<file path="config.mk">
export PLATFORM = sky130hd
export DESIGN_NAME = utf8_to_ucs2_decoder_unit
export DESIGN_NICKNAME = d
export VERILOG_FILES = /design/src/rtl/u2u_pkg.sv /design/src/rtl/u2u_core.sv /design/src/rtl/u2u_obuf.sv /design/src/rtl/utf8_to_ucs2_decoder_unit.sv
export SDC_FILE = /design/constraint.sdc
export NUM_CORES = 1
export LEC_CHECK = 0
export BUFFER_PORTS_ARGS = -buffer_cell sky130_fd_sc_hd__buf_2
export CORE_MARGIN = 1
export CORE_UTILIZATION = 40
export CTS_CLUSTER_SIZE = 40
export DETAILED_ROUTE_END_ITERATION = 10
export PLACE_DENSITY_LB_ADDON = 0.2
export SYNTH_ARGS = -nofsm -noshare
export SYNTH_HDL_FRONTEND = slang
export SYNTH_HIERARCHICAL = 1
export SYNTH_SLANG_ARGS = --single-unit
</file>
<file path="constraint.sdc">
create_clock -name clk -period 7.1 [get_ports clk]
set_input_delay 0.355 -clock clk [delete_from_list [all_inputs] [get_ports clk]]
set_output_delay 0.355 -clock clk [all_outputs]
set_load 0.05 [all_outputs]
</file>
<file path="src/rtl/u2u_pkg.sv">
// Shared types and constants for the UTF-8 to UCS-2 decoder.
// No dependencies; used by every module of the decoder.
`default_nettype none

package u2u_pkg;

  localparam int unsigned BYTE_W  = 8;
  localparam int unsigned UNIT_W  = 16;
  localparam int unsigned PEND_W  = 2;

  localparam logic [UNIT_W-1:0] UNIT_LIMIT_RST = 16'hFFFF;

  // Byte class masks and patterns
  localparam logic [BYTE_W-1:0] ASCII_MASK  = 8'h80;
  localparam logic [BYTE_W-1:0] LEAD2_MASK  = 8'hE0;
  localparam logic [BYTE_W-1:0] LEAD2_PAT   = 8'hC0;
  localparam logic [BYTE_W-1:0] LEAD3_MASK  = 8'hF0;
  localparam logic [BYTE_W-1:0] LEAD3_PAT   = 8'hE0;
  localparam logic [BYTE_W-1:0] CONT_BITS   = 8'h3F;
  localparam logic [BYTE_W-1:0] LEAD2_BITS  = 8'h1F;
  localparam logic [BYTE_W-1:0] LEAD3_BITS  = 8'h0F;

  // Following bytes still expected
  localparam logic [PEND_W-1:0] PEND_LEAD = 2'd0;
  localparam logic [PEND_W-1:0] PEND_ONE  = 2'd1;
  localparam logic [PEND_W-1:0] PEND_TWO  = 2'd2;

  // One decode result handed from the core to the output buffer
  typedef struct packed {
    logic              emit;
    logic [UNIT_W-1:0] code_unit;
    logic [UNIT_W-1:0] unit_count;
  } result_t;

endpackage

`default_nettype wire

</file>
<file path="src/rtl/u2u_core.sv">
// Decode state and per-byte next-state logic of the UTF-8 to UCS-2 decoder.
// Depends on u2u_pkg.
`default_nettype none

module u2u_core (
  input  wire logic                          clk,
  input  wire logic                          rst_n,
  input  wire logic                          accept,
  input  wire logic [u2u_pkg::BYTE_W-1:0]    in_byte,
  input  wire logic                          last_byte,
  input  wire logic [u2u_pkg::UNIT_W-1:0]    unit_limit,
  output u2u_pkg::result_t                   result
);

  logic [u2u_pkg::PEND_W-1:0] pend_r,    pend_nxt;
  logic [u2u_pkg::UNIT_W-1:0] partial_r, partial_nxt;
  logic [u2u_pkg::UNIT_W-1:0] units_r,   units_nxt;
  logic                       stop_r,    stop_nxt;

  logic [u2u_pkg::UNIT_W-1:0] cont6;
  logic                       emit;
  logic [u2u_pkg::UNIT_W-1:0] unit;
  logic [u2u_pkg::UNIT_W-1:0] units_inc;

  assign cont6 = {8'd0, in_byte & u2u_pkg::CONT_BITS};

  assign units_inc = units_r + u2u_pkg::UNIT_W'(1);

  always_comb begin
    pend_nxt    = pend_r;
    partial_nxt = partial_r;
    stop_nxt    = stop_r;
    emit        = 1'b0;
    unit        = '0;
    if (!stop_r) begin
      case (pend_r)
        u2u_pkg::PEND_LEAD: begin
          if (units_r >= unit_limit || in_byte == '0) begin
            stop_nxt = 1'b1;
          end else if ((in_byte & u2u_pkg::ASCII_MASK) == '0) begin
            unit = {8'd0, in_byte};
            emit = 1'b1;
          end else if ((in_byte & u2u_pkg::LEAD2_MASK) == u2u_pkg::LEAD2_PAT) begin
            partial_nxt = {5'd0, in_byte[4:0], 6'd0};
            pend_nxt    = u2u_pkg::PEND_ONE;
          end else if ((in_byte & u2u_pkg::LEAD3_MASK) == u2u_pkg::LEAD3_PAT) begin
            partial_nxt = {in_byte[3:0], 12'd0};
            pend_nxt    = u2u_pkg::PEND_TWO;
          end
          // anything else is a dropped lead byte
        end
        u2u_pkg::PEND_TWO: begin
          partial_nxt = partial_r | (cont6 << 6);
          pend_nxt    = u2u_pkg::PEND_ONE;
        end
        default: begin
          unit        = partial_r | cont6;
          partial_nxt = '0;
          pend_nxt    = u2u_pkg::PEND_LEAD;
          emit        = 1'b1;
        end
      endcase
    end
    units_nxt = emit ? units_inc : units_r;
    if (last_byte) begin
      // string ends: back to lead-byte state, counters cleared
      units_nxt   = '0;
      pend_nxt    = u2u_pkg::PEND_LEAD;
      partial_nxt = '0;
      stop_nxt    = 1'b0;
    end
  end

  always_ff @(posedge clk) begin
    if (!rst_n) begin
      pend_r    <= u2u_pkg::PEND_LEAD;
      partial_r <= '0;
      units_r   <= '0;
      stop_r    <= 1'b0;
    end else if (accept) begin
      pend_r    <= pend_nxt;
      partial_r <= partial_nxt;
      units_r   <= units_nxt;
      stop_r    <= stop_nxt;
    end
  end

  assign result.emit       = emit;
  assign result.code_unit  = unit;
  assign result.unit_count = units_inc;

endmodule

`default_nettype wire

</file>
<file path="src/rtl/u2u_obuf.sv">
// Two-entry output buffer (result register plus skid) for decoded units.
// Depends on u2u_pkg.
`default_nettype none

module u2u_obuf (
  input  wire logic                       clk,
  input  wire logic                       rst_n,
  input  wire logic                       push,
  input  wire u2u_pkg::result_t           push_data,
  output logic                            space,
  output logic                            out_tvalid,
  input  wire logic                       out_tready,
  output logic [2*u2u_pkg::UNIT_W-1:0]    out_tdata
);

  logic                             main_v_r, main_v_nxt;
  logic                             skid_v_r, skid_v_nxt;
  logic [2*u2u_pkg::UNIT_W-1:0]     main_r,   main_nxt;
  logic [2*u2u_pkg::UNIT_W-1:0]     skid_r,   skid_nxt;
  logic [2*u2u_pkg::UNIT_W-1:0]     new_data;
  logic                             pop;
  logic                             wr;

  assign new_data = {push_data.unit_count, push_data.code_unit};
  assign wr       = push && push_data.emit;
  assign pop      = main_v_r && out_tready;

  always_comb begin
    main_v_nxt = main_v_r;
    skid_v_nxt = skid_v_r;
    main_nxt   = main_r;
    skid_nxt   = skid_r;
    if (pop && skid_v_r) begin
      main_nxt   = skid_r;
      skid_v_nxt = 1'b0;
    end else if (pop || !main_v_r) begin
      main_v_nxt = wr;
      main_nxt   = new_data;
    end else if (wr) begin
      skid_v_nxt = 1'b1;
      skid_nxt   = new_data;
    end
  end

  always_ff @(posedge clk) begin
    if (!rst_n) begin
      main_v_r <= 1'b0;
      skid_v_r <= 1'b0;
    end else begin
      main_v_r <= main_v_nxt;
      skid_v_r <= skid_v_nxt;
    end
  end

  always_ff @(posedge clk) begin
    main_r <= main_nxt;
    skid_r <= skid_nxt;
  end

  assign space      = !skid_v_r;
  assign out_tvalid = main_v_r;
  assign out_tdata  = main_r;

endmodule

`default_nettype wire

</file>
<file path="src/rtl/utf8_to_ucs2_decoder_unit.sv">
// UTF-8 to UCS-2 decoder, top level: one byte per request in, one code unit per request out.
// A completing byte's unit is registered in the result register (or the skid slot) before it shows on out_*.
// Throughput: one byte per cycle; in_tready drops only when both output slots
// (result register and skid) hold units, i.e. after sustained out_tready low.
// Reset (rst_n low, synchronous): decode state cleared, buffer empty, unit_limit = 0xFFFF.
// Depends on u2u_pkg, u2u_core, u2u_obuf.
`default_nettype none

module utf8_to_ucs2_decoder_unit (
  input  wire logic         clk,
  input  wire logic         rst_n,
  // input request stream
  input  wire logic         in_tvalid,
  output logic              in_tready,
  input  wire logic [7:0]   in_tdata,   // [7:0] in_byte
  input  wire logic         in_tlast,   // last_byte
  // result request stream
  output logic              out_tvalid,
  input  wire logic         out_tready,
  output logic [31:0]       out_tdata,  // [15:0] code_unit, [31:16] unit_count
  // configuration: unit_limit
  input  wire logic         cfg_wen,
  input  wire logic [15:0]  cfg_wdata
);

  logic [u2u_pkg::UNIT_W-1:0] unit_limit_r;
  logic                       accept;
  logic                       space;
  u2u_pkg::result_t           result;

  // Max units per string; the user must write it only while the decoder is idle (not enforced here).
  always_ff @(posedge clk) begin
    if (!rst_n) begin
      unit_limit_r <= u2u_pkg::UNIT_LIMIT_RST;
    end else if (cfg_wen) begin
      unit_limit_r <= cfg_wdata;
    end
  end

  // Ready depends only on skid occupancy, so a byte is taken even while
  // the result register waits on the sink.
  assign in_tready = space;
  assign accept    = in_tvalid && space;

  // Decode state machine: updates on every accepted byte.
  u2u_core u_core (
    .clk        (clk),
    .rst_n      (rst_n),
    .accept     (accept),
    .in_byte    (in_tdata),
    .last_byte  (in_tlast),
    .unit_limit (unit_limit_r),
    .result     (result)
  );

  // Result register with skid slot.
  u2u_obuf u_obuf (
    .clk        (clk),
    .rst_n      (rst_n),
    .push       (accept),
    .push_data  (result),
    .space      (space),
    .out_tvalid (out_tvalid),
    .out_tready (out_tready),
    .out_tdata  (out_tdata)
  );

endmodule

`default_nettype wire

</file>
==> results.sh, run 1 <==
export IMPL_clk_latency_ns=0.35
export IMPL_clock_power_share_pct=38.3
export IMPL_r2r_end="u_obuf/skid_r[5]"
export IMPL_cts_root_buf="clkbuf_16"
export IMPL_io_pins=64
export IMPL_end_kind="register"
export IMPL_yosysMostFrequentCell="edfxtp_1"
export IMPL_postCtsHoldBufs=0
export IMPL_io_buffers=63
export IMPL_synth_main_ff_cell="edfxtp_1"
export IMPL_worstPathArrival_ns=3.81
export IMPL_avgSynthCellArea_um2=11.81
export IMPL_synth_largest_area_cell="edfxtp_1"
export IMPL_setup_viol=0
export IMPL_rsz0062_at_grt="no"
export IMPL_cp_max_fo=17
export IMPL_first_pass_iters=6
export IMPL_cp_slowest_cell="nor2_2"
export IMPL_finalWirelength_um=10650
export IMPL_hold_viol_final=0
export IMPL_grt_pass1_vias=3235
export IMPL_antenna_found_initial=0
export IMPL_internal_power_w=0.001013
export IMPL_r2r_setup_slack_ns=3.33
export IMPL_tritoncts_num_buffers=9
export IMPL_slew_viol_final=0
export IMPL_crit_chain="inv_1, ha_1, nand2b_1, a2111o_1, a41oi_2, a31oi_1, nor2_1, nand2_1, nor2_2, buf_4"
export IMPL_status="complete, no violations"
export IMPL_synth_yosys_seq_area_share_pct=54.24
export IMPL_min_path_type="primary input to register"
export IMPL_drt_iter0_markers=206
export IMPL_max_stage_delay_ns=0.63
export IMPL_maxCapViolCount=0
export IMPL_htree_levels=3
export IMPL_ir_drop_mv=0.1316
export IMPL_power_frac_seq_pct=53.0
export IMPL_die_h_um=116.9
export IMPL_period_minus_slack_ns=3.771
export IMPL_grt_max_degree=52
export IMPL_grtUsageTotal_pct=16.64
export IMPL_row_count=41
export IMPL_utilization_pct=47.15
export IMPL_drc_errors=0
export IMPL_async_flop_share_pct=0
export IMPL_fmax_mhz=265.2
export IMPL_critical_path_class="register to register"
export IMPL_ys_top_cells_by_count="edfxtp_1 (64), nand2_1 (56), dfxtp_1 (47), inv_1 (34), mux2_4 (30)"
export IMPL_leakagePower_nw=2.636
export IMPL_vias=3531
export IMPL_max_slew_worst_pin_slew_ns=0.8694
export IMPL_cp_depth=10
export IMPL_p_per_area_mw_per_mm2=220.3
export IMPL_synth_seq_cells=111
export IMPL_detail_route_antenna_nets=0
export IMPL_clk_pin_slew_ns=0.07
export IMPL_crit_end="u_obuf/skid_r[5]"
export IMPL_postCtsSetupBuffers=0
export IMPL_synth_cell_types=60
export IMPL_gp_congestion=0.8843
export IMPL_synth_top_area_share_pct=36.42
export IMPL_switching_share_pct=23.36
export IMPL_via_per_inst=5.177
export IMPL_crit_buf_inv=2
export IMPL_crit_family="simple AND/OR/NAND/NOR gates"
export IMPL_cts_resized=0
export IMPL_syn_area_mm2=0.005278
export IMPL_yosysWarnings=6
export IMPL_grt_remaining_overflow=0
export IMPL_cp_startpoint="u_core/units_r[0]"
export IMPL_die_w_um=116.9
export IMPL_cts_tree="built"
export IMPL_timing_rr_start="u_core/units_r[0]"
export IMPL_fin_setup_tns_ns=0
export IMPL_dp_cells=666
export IMPL_start_kind="register"
export IMPL_syn_to_final_growth_pct=13.66
export IMPL_die_area_mm2=0.01366
export IMPL_p_sw_w=0.0003086
export IMPL_finalCritPeriodShare_pct=53.11
export IMPL_synthCells=447
export IMPL_required_ns=7.14
export IMPL_slew_headroom_pct=42.04
export IMPL_finalPower_w=0.001321
export IMPL_dp_slack_ns=3.355
export IMPL_power_frac_comb_pct=8.6
export IMPL_core_area_mm2=0.01272
export IMPL_cts_sinks=111
export IMPL_synthTopCellsByArea="edfxtp_1 (36%), dfxtp_1 (18%), mux2_4 (8.5%)"
export IMPL_dp_hpwl_um=7728
export IMPL_synthesis_nets=494
export IMPL_drive_gt1_share_pct=23.73
export IMPL_final_setup_worst_slack_ns=3.329
export IMPL_synth_edf_count=64
export IMPL_r2r_cells=10
export IMPL_antenna_cells=0
export IMPL_grt_pass1_wl_um=16840
export IMPL_fin_skew_ns=0.008594
export IMPL_wire_per_inst_um=15.61
export IMPL_stdcell_count=682
export IMPL_start_util_pct=41.48
export IMPL_final_nets=552
export IMPL_ctsLongestPathBuffers=2
==> through the flow <==
step,hold WS [ns],instance area [um^2]
floorplan,0.4412,5278
global placement,0.4534,5704
detailed placement,0.4562,5704
CTS,0.2022,5998
global route,0.2098,5998
finish,0.2138,5998
==> worst min-delay path by stage <==
| stage | start | end | slack (ns) | cells after the start |
|---|---|---|---|---|
| CTS | cfg_wdata[6] | unit_limit_r[6] | 0.20 | 3 |
| global route | cfg_wdata[10] | unit_limit_r[10] | 0.21 | 3 |
| floorplan | unit_limit_r[10] | unit_limit_r[10] | 0.44 | 2 |
| detailed placement | u_core/partial_r[7] | u_core/partial_r[7] | 0.46 | 2 |
| global placement | u_core/partial_r[9] | u_core/partial_r[9] | 0.45 | 2 |
| finish | cfg_wdata[6] | unit_limit_r[6] | 0.21 | 3 |
==> sequential cells by signal, indices dropped and copies added (netlist names) <==
| signal | flops |
|---|---|
| u_core/units_r | 16 |
| u_obuf/out_tvalid | 1 |
| u_core/stop_r | 1 |
| u_obuf/skid_v_r | 1 |
| u_obuf/out_tdata | 32 |
| unit_limit_r | 16 |
| u_core/pend_r | 2 |
| u_obuf/skid_r | 32 |
| u_core/partial_r | 10 |
==> power by group through the flow <==
stage | Clock [W] | Sequential (W) | Combinational [W]
after detailed placement | 0 | 0.000715 | 0.000114
after floorplan | 0 | 0.000748 | 0.0000492
after global placement | 0 | 0.000715 | 0.000113
after global routing | 0.000544 | 0.000702 | 0.000123
final | 0.000507 | 0.000701 | 0.000114
after CTS | 0.000520 | 0.000701 | 0.000114
==> worst reg2reg max path, cell delays in order, from the launching register on <==
cell and delay [ns]:
dfxtp_1 0.38, inv_1 0.11, ha_1 0.27, nand2b_1 0.14
a2111o_1 0.42, a41oi_2 0.31, a31oi_1 0.28, nor2_1 0.40
nand2_1 0.14, nor2_2 0.63, buf_4 0.38
==> area by class of cell <==
type / instances / area [um^2]
Fill cell: 1206 / 6724
Sequential cell: 111 / 2863
Multi-Input combinational cell: 283 / 2161
Timing Repair Buffer: 66 / 337.8
Clock buffer: 13 / 250.2
Tap cell: 172 / 215.2
Inverter: 34 / 127.6
Clock inverter: 3 / 43.79
==> per-layer routing <==
layer  vias up  part of all wire [%]  track usage (%)
met2       109                    42            24.18
met1      1662                    49            23.55
met5         -                     0                0
met3        19                   6.2            3.605
met4         0                   2.1            8.017
li1       1741                     -                -
==> logic make-up (layout without fill, tap and decap cells) <==
family,after synthesis,count (layout),share of synthesized area (%)
simple gates,133,133,12.52
flops,111,111,54.24
compound gates,72,72,10.17
buf+inv,53,116,4.860
mux,49,49,12.19
fa+ha+maj,17,17,4.030
xor+xnor,12,12,1.991
==> cells in the final DEF, fill, tap and decap left out, drive strengths merged, types with 3 or more instances in the layout <==
| master | Yosys | layout |
|---|---|---|
| buf | 11 | 66 |
| edfxtp | 64 | 64 |
| nand2 | 56 | 56 |
| dfxtp | 47 | 47 |
| inv | 34 | 35 |
| mux2 | 32 | 32 |
| nor2 | 19 | 19 |
| and2 | 18 | 18 |
| mux2i | 17 | 17 |
| ha | 17 | 17 |
| clkbuf | 8 | 13 |
| o22ai | 11 | 11 |
| o21ai | 11 | 11 |
| xnor2 | 10 | 10 |
| a21oi | 9 | 9 |
| nand3 | 9 | 9 |
| nor3 | 8 | 8 |
| o311ai | 5 | 5 |
| a32o | 5 | 5 |
| a21boi | 5 | 5 |
| o31ai | 4 | 4 |
| nand4 | 3 | 3 |
| a31oi | 3 | 3 |
| or3 | 3 | 3 |
| and3 | 3 | 3 |
| nor4 | 3 | 3 |
No activity file was read; power rests on OpenSTA's default activity.
==> inputs of run 2 (changes only) <==
==> constraint.sdc (replaced) <==
create_clock -name clk -period 3.25 [get_ports clk]
set_input_delay 0.1625 -clock clk [delete_from_list [all_inputs] [get_ports clk]]
set_output_delay 0.1625 -clock clk [all_outputs]
set_load 0.05 [all_outputs]
==> run 2 against run 1 <==
Net effect: worst hold slack worse by 0.19 ns; clock-buffer cell count down 3; critical path depth unchanged; largest cell class unchanged; highest routed layer unchanged.
==> results.sh, run 2 (synthesized netlist as in run 1, its figures left out) <==
export IMPL_fin_setup_tns_ns=0
export IMPL_first_pass_iters=4
export IMPL_end_kind="register"
export IMPL_finalWirelength_um=10750
export IMPL_p_per_area_mw_per_mm2=465.3
export IMPL_grt_pass1_vias=3382
export IMPL_fin_skew_ns=0.007680
export IMPL_layout_cells_most_common_list="edfxtp_1 (64), buf_2 (63), nand2_1 (56)"
export IMPL_grt_remaining_overflow=0
export IMPL_drc_errors=0
export IMPL_critical_path_class="register to register"
export IMPL_p_sw_w=0.0007034
export IMPL_cp_slowest_cell="a2111o_1"
export IMPL_required_ns=3.31
export IMPL_htree_levels=3
export IMPL_syn_to_final_growth_pct=14.96
export IMPL_grt_pass1_wl_um=17730
export IMPL_fin_hold_ws_ns=0.01879
export IMPL_grtUsageTotal_pct=17.31
export IMPL_vias=3477
export IMPL_clk_pin_slew_ns=0.07
export IMPL_internal_power_w=0.002120
export IMPL_grt_max_degree=33
export IMPL_ir_drop_mv=0.2191
export IMPL_die_w_um=116.9
export IMPL_postCtsHoldBufs=0
export IMPL_postCtsSetupBuffers=0
export IMPL_fmax_mhz=334.6
export IMPL_power_frac_seq_pct=54.2
export IMPL_start_kind="register"
export IMPL_tritoncts_num_buffers=9
export IMPL_setup_viol=0
export IMPL_cp_max_fo=16
export IMPL_slew_viol_final=0
export IMPL_slew_headroom_pct=44.96
export IMPL_rsz0062_at_grt="no"
export IMPL_power_frac_comb_pct=8.9
export IMPL_die_area_mm2=0.01366
export IMPL_antenna_cells=0
export IMPL_crit_chain="inv_1, ha_1, nand2b_1, a2111o_1, a41oi_2, a31oi_1, nor2_1, nand2_1, nor2_4, buf_12"
export IMPL_switching_share_pct=24.91
export IMPL_die_h_um=116.9
export IMPL_crit_buf_inv=2
export IMPL_max_stage_delay_ns=0.42
export IMPL_clk_latency_ns=0.35
export IMPL_wire_per_inst_um=15.58
export IMPL_max_slew_worst_pin_slew_ns=0.8170
export IMPL_period_minus_slack_ns=2.989
export IMPL_gp_congestion=0.8648
export IMPL_start_util_pct=41.48
export IMPL_ctsLongestPathBuffers=2
export IMPL_worstPathArrival_ns=3.05
export IMPL_cts_tree="built"
export IMPL_min_path_type="primary input to register"
export IMPL_final_nets=560
export IMPL_cts_resized=0
export IMPL_drive_gt1_share_pct=25.29
export IMPL_io_buffers=63
export IMPL_row_count=41
export IMPL_finalCritPeriodShare_pct=91.96
export IMPL_detail_route_antenna_nets=0
export IMPL_antenna_found_initial=0
export IMPL_via_per_inst=5.039
export IMPL_cts_sinks=111
export IMPL_utilization_pct=47.69
export IMPL_dp_hpwl_um=7884
export IMPL_mostFrequentLayoutCell="edfxtp_1"
export IMPL_core_area_mm2=0.01272
export IMPL_status="complete, no violations"
export IMPL_clock_power_share_pct=36.9
export IMPL_leakagePower_nw=2.673
export IMPL_hold_viol_final=0
export IMPL_crit_family="compound AO/OA/AOI/OAI gates"
export IMPL_cts_root_buf="clkbuf_16"
export IMPL_maxCapViolCount=0
export IMPL_io_pins=64
export IMPL_drt_iter0_markers=361
[run 2: cell count changes in the layout (fill, tap and decap cells not counted), moves of 2 or more]
| cell | delta |
|---|---|
| clkbuf_1 | -2 |
| inv_6 | +2 |
| buf_4 | +6 |
| buf_12 | +2 |
[run 2: final timing paths]
path / endpoint / startpoint / cells after the start / slack (ns)
worst min register to register: u_core/partial_r[9] / u_core/partial_r[9] / 2 / 0.47
worst min-delay path: unit_limit_r[13] / cfg_wdata[13] / 3 / 0.02
worst max-delay path: u_obuf/skid_r[7] / u_core/units_r[0] / 10 / 0.26
worst max register to register: u_obuf/skid_r[7] / u_core/units_r[0] / 10 / 0.26
[run 2: area by class of cell]
class / count / area [um^2]
fillers: 1198 / 6655
multi-input cells: 283 / 2166
well taps: 172 / 215.2
clock inverters: 6 / 43.79
clock buffers: 10 / 229.0
inverters: 34 / 127.6
repair buffers: 74 / 422.9
flip-flops and latches: 111 / 2863
[run 2: worst min-delay path, cell delays in order]
cell,delay (ns)
buf_2,0.07
mux2i_1,0.05
nand2_1,0.05
[run 2: through the flow]
| step | instances | area [um^2] | power (W) | setup slack [ns] |
|---|---|---|---|---|
| after CTS | 690 | 6067 | 0.002856 | 0.2705 |
| final | 690 | 6067 | 0.002823 | 0.2612 |
| after global routing | 690 | 6067 | 0.002929 | 0.07257 |
| after detailed placement | 674 | 5794 | 0.001816 | 0.2850 |
| after floorplan | 447 | 5285 | 0.001742 | 0.2237 |
| after global placement | 674 | 5794 | 0.001812 | 0.4089 |
[run 2: power by group through the flow]
stage	registers (W)	logic [W]	clock network, W
2_1_floorplan	0.00163	0.000108	0
3_3_place_gp	0.00156	0.000251	0
3_5_place_dp	0.00156	0.000254	0
4_1_cts	0.00153	0.000254	0.00107
5_1_grt	0.00153	0.000276	0.00112
6_report	0.00153	0.000252	0.00104
[run 2: per-layer routing]
layer | vias to the layer above | track usage [%] | wire length, um
li1 | 1753 | - | -
met1 | 1604 | 25.09 | 5339
met2 | 104 | 25.29 | 4666
met3 | 16 | 2.832 | 533
met4 | 0 | 8.017 | 210
met5 | - | 0 | 0
==> inputs of run 3 (changes only) <==
--- a/config.mk
+++ b/config.mk
@@ -10,7 +10,7 @@
 export CORE_UTILIZATION = 40
 export CTS_CLUSTER_SIZE = 40
 export DETAILED_ROUTE_END_ITERATION = 10
-export PLACE_DENSITY_LB_ADDON = 0.2
+export PLACE_DENSITY_LB_ADDON = 0.3
 export SYNTH_ARGS = -nofsm -noshare
 export SYNTH_HDL_FRONTEND = slang
 export SYNTH_HIERARCHICAL = 1
==> run 3 against run 2 <==
Net effect: die area unchanged; fmax fell by 1.0%; largest power group unchanged; cell count shrank 0.29%; global-route usage fell by 0.30 points; highest routed layer unchanged; cell area up 0.19%; critical path type unchanged; clock-buffer cell count fell by 1; clock power up 12%.
==> results.sh, run 3 (synthesized netlist as in run 1, its figures left out) <==
export IMPL_ir_drop_mv=0.1989
export IMPL_ctsLongestPathBuffers=2
export IMPL_start_kind="register"
export IMPL_core_area_mm2=0.01272
export IMPL_layout_cells_most_common_list="edfxtp_1 (64), buf_2 (63), nand2_1 (56)"
export IMPL_wire_per_inst_um=15.76
export IMPL_finalCritPeriodShare_pct=92.92
export IMPL_die_h_um=116.9
export IMPL_finalPower_w=0.002942
export IMPL_slew_headroom_pct=56.43
export IMPL_grt_max_degree=33
export IMPL_mostFrequentLayoutCell="edfxtp_1"
export IMPL_slew_viol_final=0
export IMPL_htree_levels=3
export IMPL_vias=3599
export IMPL_status="complete, no violations"
export IMPL_rsz0062_at_grt="no"
export IMPL_fmax_mhz=331.1
export IMPL_row_count=41
export IMPL_via_per_inst=5.231
export IMPL_io_pins=64
export IMPL_grt_remaining_overflow=0
export IMPL_detail_route_antenna_nets=0
export IMPL_p_per_area_mw_per_mm2=484.0
export IMPL_dp_hpwl_um=7824
export IMPL_required_ns=3.36
export IMPL_tritoncts_num_buffers=9
export IMPL_hold_viol_final=0
export IMPL_max_slew_worst_pin_slew_ns=0.6535
export IMPL_min_path_type="primary input to register"
export IMPL_grt_pass1_vias=3360
export IMPL_grtUsageTotal_pct=17.01
export IMPL_leakagePower_nw=2.680
export IMPL_cts_resized=0
export IMPL_start_util_pct=41.48
export IMPL_period_minus_slack_ns=3.020
export IMPL_antenna_cells=0
export IMPL_die_w_um=116.9
export IMPL_clk_latency_ns=0.36
export IMPL_fin_skew_ns=0.009341
export IMPL_first_pass_iters=5
export IMPL_cp_max_fo=6
export IMPL_worstPathArrival_ns=3.13
export IMPL_syn_to_final_growth_pct=15.17
export IMPL_antenna_found_initial=0
export IMPL_die_area_mm2=0.01366
export IMPL_postCtsHoldBufs=0
export IMPL_critical_path_class="register to register"
export IMPL_drive_gt1_share_pct=24.81
export IMPL_finalWirelength_um=10850
export IMPL_clk_pin_slew_ns=0.07
export IMPL_final_nets=558
export IMPL_grt_pass1_wl_um=17240
export IMPL_cts_root_buf="clkbuf_16"
export IMPL_io_buffers=63
export IMPL_setup_viol=0
export IMPL_gp_congestion=0.8618
export IMPL_postCtsSetupBuffers=0
export IMPL_drc_errors=0
export IMPL_fin_setup_tns_ns=0
export IMPL_maxCapViolCount=0
export IMPL_cts_tree="built"
export IMPL_cts_sinks=111
export IMPL_end_kind="register"
export IMPL_drt_iter0_markers=247
## run 3: final cells by class
class                      instances  area [um^2]
fill                            1180         6644
sequential                       111         2863
multi-input combinational        283         2166
timing repair buffer              72        395.4
clock buffer                       9        225.2
tap                              172        215.2
inverter                          34        127.6
clock inverter                     7        86.33
## run 3: path summary, 6_finish.rpt
kind	cells past startpoint	startpoint	end	slack, ns
worst max-delay path	10	unit_limit_r[14]	u_obuf/out_tdata[2]	0.23
worst max register to register	10	unit_limit_r[14]	u_obuf/out_tdata[2]	0.23
worst min-delay path	3	cfg_wdata[5]	unit_limit_r[5]	0.01
worst min register to register	2	u_core/partial_r[7]	u_core/partial_r[7]	0.47
## run 3: power by group
group / total [W] / switching [W] / internal (W)
sequential: 0.00153 / 0.0000152 / 0.00152
clock: 0.00116 / 0.000488 / 0.000670
combinational: 0.000252 / 0.000174 / 0.0000779
total: 0.00294 / 0.000678 / 0.00226
## run 3: routing by layer
layer	global-route usage [%]	wire, um	vias to the layer above
met5	0	0	-
met4	7.932	238	0
met3	3.038	663	19
met2	24.81	4647	133
met1	24.49	5298	1688
li1	-	-	1759
## run 3: through the flow
stage | std cells | hold WS (ns) | util, % | area [um^2] | setup WS [ns]
2_1_floorplan | 447 | 0.2786 | - | 5285 | 0.2237
6_report | 688 | 0.01408 | 47.78 | 6078 | 0.2301
4_1_cts | 688 | 0.005732 | 47.78 | 6078 | 0.2298
3_3_place_gp | 672 | 0.3768 | 45.33 | 5767 | 0.3917
5_1_grt | 688 | 0.02293 | 47.78 | 6078 | 0.08246
3_5_place_dp | 672 | 0.3832 | 45.33 | 5767 | 0.2455
## run 3: worst max-delay path, cell delays in order, from the launching register on
cell	delay (ns)
dfxtp_1	0.34
inv_1	0.05
ha_1	0.30
nand4_1	0.10
nor3_1	0.38
a41oi_2	0.25
a31oi_1	0.60
nor2_1	0.13
buf_4	0.19
and2_1	0.16
mux2_4	0.25
